### src/sv/mxsum_pkg.sv
`default_nettype none

package mxsum_pkg;

    // Widths of the accumulator and the FP32 fields
    localparam int unsigned SUM_W     = 13;
    localparam int unsigned LEN_W     = 4;
    localparam int unsigned EXP_W     = 8;
    localparam int unsigned FRAC_W    = 23;
    localparam int unsigned FRAC_BITS = 6;
    localparam int unsigned EXP_INF   = 255;

    // One input request: a block element plus the block scale and end mark
    typedef struct packed {
        logic signed [7:0] element;
        logic [7:0]        blk_scale;
        logic              last;
    } item_t;

    // One FP32 result
    typedef struct packed {
        logic              sign;
        logic [EXP_W-1:0]  exponent;
        logic [FRAC_W-1:0] fraction;
        logic              overflow;
    } result_t;

endpackage

`default_nettype wire

### src/sv/mxint8_block_sum_to_fp32.sv
// MXINT8 block sum to FP32.
// Item channel (item_valid / item_ready / item): one INT8 element per request,
// 1.6 fixed point. Elements add into a 13-bit running sum that wraps on
// overflow. The request with last set adds its element, applies its block
// scale (E8M0) and yields one FP32 result; the sum then clears.
// Requests without last yield no result.
// Result channel (result_valid / result_ready / result): sign, biased
// exponent, fraction and an overflow flag; overflow clamps to infinity.
// A zero sum gives +0, small sums give exact subnormals.
// Path: a last request that is accepted enters the conversion stage; from
// there the converted result loads the output register, which drives
// result_valid, once that register is empty or being taken.
// Throughput: one request per cycle while item_ready is high; the running
// sum and the conversion stage are each registered.
// Reset clears the running sum and all valid flags. When the receiver
// stalls, one converted result waits in the output register and one more
// block sum in the conversion stage; item_ready falls only when both are
// full and result_ready is low, and then no request is taken.
`default_nettype none

module mxint8_block_sum_to_fp32 (
    input  wire logic               clk,
    input  wire logic               rst_n,
    input  wire logic               item_valid,
    output logic                    item_ready,
    input  wire mxsum_pkg::item_t   item,
    output logic                    result_valid,
    input  wire logic               result_ready,
    output mxsum_pkg::result_t      result
);

    localparam int unsigned SW = mxsum_pkg::SUM_W;

    logic                          accept;
    logic                          conv_move;
    logic [SW-1:0]                 sum_reg;
    logic [SW-1:0]                 sum_next;
    logic [SW-1:0]                 sum_add;
    logic                          conv_valid_reg;
    logic                          conv_valid_next;
    logic [SW-1:0]                 conv_sum_reg;
    logic [7:0]                    conv_scale_reg;
    logic                          result_valid_reg;
    logic                          result_valid_next;
    mxsum_pkg::result_t            result_reg;
    mxsum_pkg::result_t            result_next;
    logic                          neg;
    logic [SW-1:0]                 mag;
    logic [mxsum_pkg::LEN_W-1:0]   len;
    logic [mxsum_pkg::LEN_W-1:0]   lz;
    logic signed [9:0]             exp_wide;
    logic [SW+10:0]                norm;
    logic [mxsum_pkg::FRAC_W-1:0]  sub_frac;

    // Take a request when the conversion stage is free or draining
    assign item_ready = !conv_valid_reg || !result_valid_reg || result_ready;
    assign accept     = item_valid && item_ready;
    assign conv_move  = conv_valid_reg && (!result_valid_reg || result_ready);

    // Accumulate the element; clear after the block's last element
    always_comb
    begin
        sum_add  = sum_reg + {{(SW-8){item.element[7]}}, item.element};
        sum_next = sum_reg;
        if (accept)
        begin
            sum_next = item.last ? '0 : sum_add;
        end
    end

    // Advance the valid flags of both stages
    always_comb
    begin
        conv_valid_next = conv_valid_reg;
        if (accept && item.last)
        begin
            conv_valid_next = 1'b1;
        end
        else if (conv_move)
        begin
            conv_valid_next = 1'b0;
        end

        result_valid_next = result_valid_reg;
        if (conv_move)
        begin
            result_valid_next = 1'b1;
        end
        else if (result_ready)
        begin
            result_valid_next = 1'b0;
        end
    end

    // Magnitude, its bit length, the biased exponent and the aligned fractions
    always_comb
    begin
        neg = conv_sum_reg[SW-1];
        mag = neg ? (~conv_sum_reg + 1'b1) : conv_sum_reg;
        len = '0;
        for (int i = 0; i < SW; i++)
        begin
            if (mag[i])
            begin
                len = mxsum_pkg::LEN_W'(i + 1);
            end
        end
        lz       = mxsum_pkg::LEN_W'(SW) - len;
        exp_wide = $signed({2'b00, conv_scale_reg}) + $signed({6'b0, len})
                 - $signed(10'(mxsum_pkg::FRAC_BITS + 1));
        norm     = {mag, 11'b0} << lz;
        sub_frac = {10'b0, mag} << (5'd16 + {2'b00, conv_scale_reg[2:0]});
    end

    // Build the FP32 fields: zero, subnormal, normal or infinity
    always_comb
    begin
        result_next.sign     = neg;
        result_next.exponent = '0;
        result_next.fraction = '0;
        result_next.overflow = 1'b0;
        if (mag == '0)
        begin
            result_next.sign = 1'b0;
        end
        else if (exp_wide <= 10'sd0)
        begin
            result_next.fraction = sub_frac;
        end
        else if (exp_wide >= $signed(10'(mxsum_pkg::EXP_INF)))
        begin
            result_next.exponent = mxsum_pkg::EXP_W'(mxsum_pkg::EXP_INF);
            result_next.overflow = 1'b1;
        end
        else
        begin
            result_next.exponent = exp_wide[7:0];
            result_next.fraction = norm[mxsum_pkg::FRAC_W-1:0];
        end
    end

    // Hold control state; load payload stages on their handshakes
    always_ff @(posedge clk or negedge rst_n)
    begin
        if (!rst_n)
        begin
            sum_reg          <= '0;
            conv_valid_reg   <= 1'b0;
            result_valid_reg <= 1'b0;
        end
        else
        begin
            sum_reg          <= sum_next;
            conv_valid_reg   <= conv_valid_next;
            result_valid_reg <= result_valid_next;
        end
    end

    always_ff @(posedge clk)
    begin
        if (accept && item.last)
        begin
            conv_sum_reg   <= sum_add;
            conv_scale_reg <= item.blk_scale;
        end
        if (conv_move)
        begin
            result_reg <= result_next;
        end
    end

    assign result_valid = result_valid_reg;
    assign result       = result_reg;

endmodule

`default_nettype wire

### config.mk
export PLATFORM = sky130hd
export DESIGN_NAME = mxint8_block_sum_to_fp32
export DESIGN_NICKNAME = d
export VERILOG_FILES = /design/src/sv/mxsum_pkg.sv /design/src/sv/mxint8_block_sum_to_fp32.sv
export SDC_FILE = /design/constraint.sdc
export NUM_CORES = 1
export LEC_CHECK = 0
export ABC_AREA = 1
export BUFFER_PORTS_ARGS = -buffer_cell sky130_fd_sc_hd__buf_2
export CORE_AREA = 3 3 124 126
export DETAILED_ROUTE_END_ITERATION = 8
export DIE_AREA = 0 0 127 129
export PLACE_DENSITY_LB_ADDON = 0.2
export SYNTH_ARGS = -nofsm -noshare
export SYNTH_HDL_FRONTEND = slang
export SYNTH_SLANG_ARGS = --single-unit
### constraint.sdc
create_clock -name clk -period 8.5 [get_ports clk]
set_clock_uncertainty 0.15 [all_clocks]
set_input_delay 0 -clock clk [delete_from_list [all_inputs] [get_ports clk]]
set_output_delay 0 -clock clk [all_outputs]
set_load 0.005 [all_outputs]
Yosys cells after proc, flatten, opt, wreduce, memory -nomap -nowiden:

Index checks and enable logic that the tools add are counted.

* bits in registers: 69
* bits of input ports: 21
* output and inout port bits: 35
* logic and storage cells: 55

* add/subtract/negate cells: 6
* $lt $le $gt $ge: 2
* shift-type cells: 2
* mux-type cells: 23
* bitwise logic cells: 1
* reduce and logical (&&, ||, !) cells: 12

Operators by type and width (count)
* $mux 4: 12
* $mux 23: 2
* $mux 13: 2
* $shl 24x4->23: 1
* $shl 13x5->23: 1
* $add 13x1->13 const B: 1
* $add 13x13->13: 1
* $logic_not 13->1: 1
* $not 13->13: 1
* $ge 10x9->1 const B: 1
* $le 10x1->1 const B: 1
* $sub 9x3->10 const B: 1
* $add 8x4->9: 1
* $mux 8: 1
* $mux 1: 6
* $add 5x3->5 const A: 1
* $reduce_bool 2->1: 2
* $sub 4x4->4 const A: 1
* $logic_and 1x1->1: 3
* $logic_or 1x1->1: 3
* $logic_not 1->1: 2
* $reduce_or 2->1: 1

Longest topological paths before layout:

* depth after elaboration: 21
* mapped depth: 34
* depth with buffers taken out: 33

Worst setup path before layout:

Ideal clock, no wire load.

* path type: register to register
* start point: register conv_sum_reg[0]
* end point: register result_reg, in the netlist result[16], data pin
* setup time: 0.127 ns
* arrival time: 4.103 ns
* required time: 8.223 ns
* slack: 4.120 ns
* stages on the path, launching flop included: 28
* path buffers: 1
* period minus slack after synthesis: 4.380 ns
* path through: edfxtp_1 inv_2 ha_1 nand3_2 nor2_4 nand2_2 nand2_4 xnor2_2 nor2_2 nand2_1 a21oi_4 buf_4 ha_1 ha_1 fa_1 nand3_1 nand3_1 nand2_1 nand2_1 a21oi_1 xor2_1 nand3b_1 nand4_1 nor2_4 nand2_4 a21oi_1 o21ai_1 inv_1

* longest elaborated chain between the ends: 21
* elaborated cells between the ends (all ways): 26
* those cells by class: add/sub (4); order compare (2); shift (2); mux (16); bitwise (1); reduce/logical (1)

RTL lines
* start: declaration: RTL line mxint8_block_sum_to_fp32.sv:41 `logic [SW-1:0] conv_sum_reg;`
* start signal: assignment: RTL line mxint8_block_sum_to_fp32.sv:163 `conv_sum_reg <= sum_add;`
* $not 13->13: RTL line mxint8_block_sum_to_fp32.sv:99 `mag = neg ? (~conv_sum_reg + 1'b1) : conv_sum_reg;`
* $add 13x1->13: RTL line mxint8_block_sum_to_fp32.sv:99
* $mux 13 (*): RTL line mxint8_block_sum_to_fp32.sv:99
* $mux 1: RTL line mxint8_block_sum_to_fp32.sv:103 `if (mag[i])`
* $mux 4 (12 in a row): RTL line mxint8_block_sum_to_fp32.sv:103
* $add 8x4->9: RTL line mxint8_block_sum_to_fp32.sv:109 `exp_wide = $signed({2'b00, conv_scale_reg}) + $signed({6'b0, len})`
* $sub 9x3->10: RTL line mxint8_block_sum_to_fp32.sv:110 `- $signed(10'(mxsum_pkg::FRAC_BITS + 1));`
* $ge 10x9->1: RTL line mxint8_block_sum_to_fp32.sv:130 `else if (exp_wide >= $signed(10'(mxsum_pkg::EXP_INF)))`
* $mux 23: RTL line mxint8_block_sum_to_fp32.sv:130
* $mux 23: RTL line mxint8_block_sum_to_fp32.sv:126 `else if (exp_wide <= 10'sd0)`
* end signal: assignment: RTL line mxint8_block_sum_to_fp32.sv:168 `result_reg <= result_next;`
* end: declaration: RTL line mxint8_block_sum_to_fp32.sv:45 `mxsum_pkg::result_t result_reg;`

Every way passes the cells marked *; elsewhere a longest branch is shown, timed or not.
A chain may end at the register's enable or synchronous reset.

Final worst setup path:

Same ends and word-level chain as after synthesis.

==> metrics.yaml <==
routing:
  viasPerCell: 4.65
  wl_met2_um: 4720
  routed.top_layer: "met4"
  wl_per_cell_um: 12.9
  met1_length_um: 4640
  routed_wl_um: 10200
  ant_nets: 0
  drc: 0
  routed-wl-met3_um: 571
  vias: 3661
  firstDrtPassIters: 5
  drt-initial-drc-count: 137
sta:
  maxSlewHeadroom: 0.277
  timing_worst_slew_pin_value_ns: 1.08
  fin_setup_tns_ns: 0
  rsz0062_at_grt: "no"
  hold_viol: 0
  fin_crit_ns: 5.21
  maxSlewViolCount: 0
  final-setup-viol-count: 0
  fin_crit_sh: 0.613
  timing.fmax_ghz: 0.192
logic_synthesis:
  avgSynthCellArea_um2: 7.99
  ys_seq_elements: 58
  synth_edf_count: 43
  yosys_warnings: 0
  synth_common_cells: "nand2_1, inv_1, nand3_1"
  synthDistinctLibCells: 44
  syn_inst: 539
  synth_top_area_frac: 0.300
  synthTopCellsByArea: "edfxtp_1, nand2_1, dfrtp_1"
  synthMostInstantiatedCell: "nand2_1"
  synthFlopType: "edfxtp_1"
  yosysSeqAreaShare: 0.387
  synthArstFlopShare: 0.259
  netlist_area_mm2: 0.00431
  synth_largest_area_cell: "edfxtp_1"
outcome:
  outcome: "completed"
global_routing:
  grt_pass1_wl_um: 17000
  grt_overflow_total: 0
  antenna_found_initial: 0
  track_usage: 0.131
  grt_max_degree: 23
  grt_pass1_vias: 3514
floorplanning:
  dieHeight_um: 129
  io_pins: 56
  rows: 44
  die_area_mm2: 0.0164
  start_util: 0.298
  fp.dieW_um: 127
  core_area_mm2: 0.0144
critical_path:
  crit_fanout: 16
  ff2ff_setup_slack_ns: 3.29
  crit_required_ns: 8.56
  cp.arrival_ns: 5.27
  end_kind: "flip-flop"
  max_stage_delay_ns: 0.48
  crit_slowest_cell: "edfxtp_1"
  worstRegToRegCells: 25
  critPathLaunchType: "flip-flop"
  criticalPathCategory: "flip-flop to flip-flop"
clock_network:
  cts_tree: "built"
  postCtsSetupBuffers: 0
  numCtsBuffers: 9
  cts_max_level: 3
  clk_latency_ns: 0.34
  path_clk_slew_ns: 0.05
  cts_max_path_buffers: 2
  cts-root-buf: "clkbuf_16"
  post_cts_resized: 0
  clock_sinks: 58
cells_and_area:
  n_fill_cell: 1550
  syn_to_final_growth_pct: 17.7
  final_layout_size_suffix_gt1_frac: 0.159
  design_area_mm2: 0.00507
  largest_reg_flops: 22
  seq_area_mm2: 0.00167
  multi_input_area_mm2: 0.00224
  antenna_cells: 0
  final_nets: 648
  instances_no_fill: 788
power:
  power.leakage_nw: 2.43
  powerDensity_mw_per_mm2: 320
  peakVddDrop_mv: 0.136
placed_design:
  gp_congestion: 0.902
  dp_cells: 758
  dpl.hpwl_um: 7810
  io_buffer_count: 44
  place_area_mm2: 0.00466
min_path:
  min_path_cells: 4
  hold_class: "input port to flip-flop"
job:
  cap_violations: 0
## cell families after synthesis
family                     synth area share
DFF                                   0.387
buffers and inverters                 0.101
other                              0.000871
and+or+nand+nor                       0.278
AOI/OAI and AO/OA                     0.106
adders and majority gates            0.0849
xor gates and xnor gates             0.0424
## metrics by stage
stage	hold WS (ns)	worst slack, ns	power [mW]	utilization
floorplan	-0.446	4.12	1.11	-
global placement	-0.202	3.56	1.29	0.323
detailed placement	-0.204	3.38	1.29	0.323
CTS	0.0575	3.34	1.63	0.351
global route	0.0822	2.89	1.78	0.351
finish	0.0668	3.29	1.62	0.351
## area by class of cell
class                           instances  share of cell area
Inverter                               78              0.0578
Sequential cell                        58               0.329
Multi-Input combinational cell        393               0.443
Clock inverter                          3             0.00296
Tap cell                              184              0.0454
Timing Repair Buffer                   59              0.0726
Clock buffer                           13              0.0494
## critical path, delay by kind of cell, from the launching register on
kind	cells	cell delay [ns]
compound gates	4	0.75
flops	1	0.48
fa+ha+maj	4	1.21
buf+inv	4	0.42
simple gates	12	1.76
xor+xnor	1	0.30
## placed cells by master, fill, tap and decap left out, types with 7 or more instances in the layout
cell type and count:
edfxtp_1 43, clkbuf_16 9, inv_1 69, buf_2 44, ha_1 26, nand2_1 134, nor2_1 19, dfrtp_1 15
nand2_2 8, o21ai_0 25, dlygate4sd3_1 14, a21oi_1 32, nand3_1 60, conb_1 11, xor2_1 12, nand4_1 7
## path summary, 6_finish.rpt
path,from,end
setup / recovery,conv_sum_reg[0],result[16]
hold / removal,item[16],conv_sum_reg[12]
setup reg to reg,conv_sum_reg[0],result[16]
hold reg to reg,sum_reg[6],sum_reg[6]
max in group asynchronous,rst_n,sum_reg[11]
min in group asynchronous,rst_n,sum_reg[5]
## power breakdown
| part | internal (mW) | switching [mW] |
|---|---|---|
| clock network | 0.203 | 0.121 |
| logic | 0.301 | 0.563 |
| registers | 0.397 | 0.0354 |
| total | 0.901 | 0.720 |
## routing by layer
layer | global-route usage | vias up
met5 | 0 | -
met4 | 0.0524 | 0
met3 | 0.0382 | 14
met2 | 0.219 | 78
met1 | 0.158 | 1678
li1 | - | 1891
## timing repair
action	CTS	global route
endpoints found under the setup margin	0	0
hold buffers	14	0
hold endpoints to repair	30	0
Note: power is estimated with default switching activity, not from simulation.
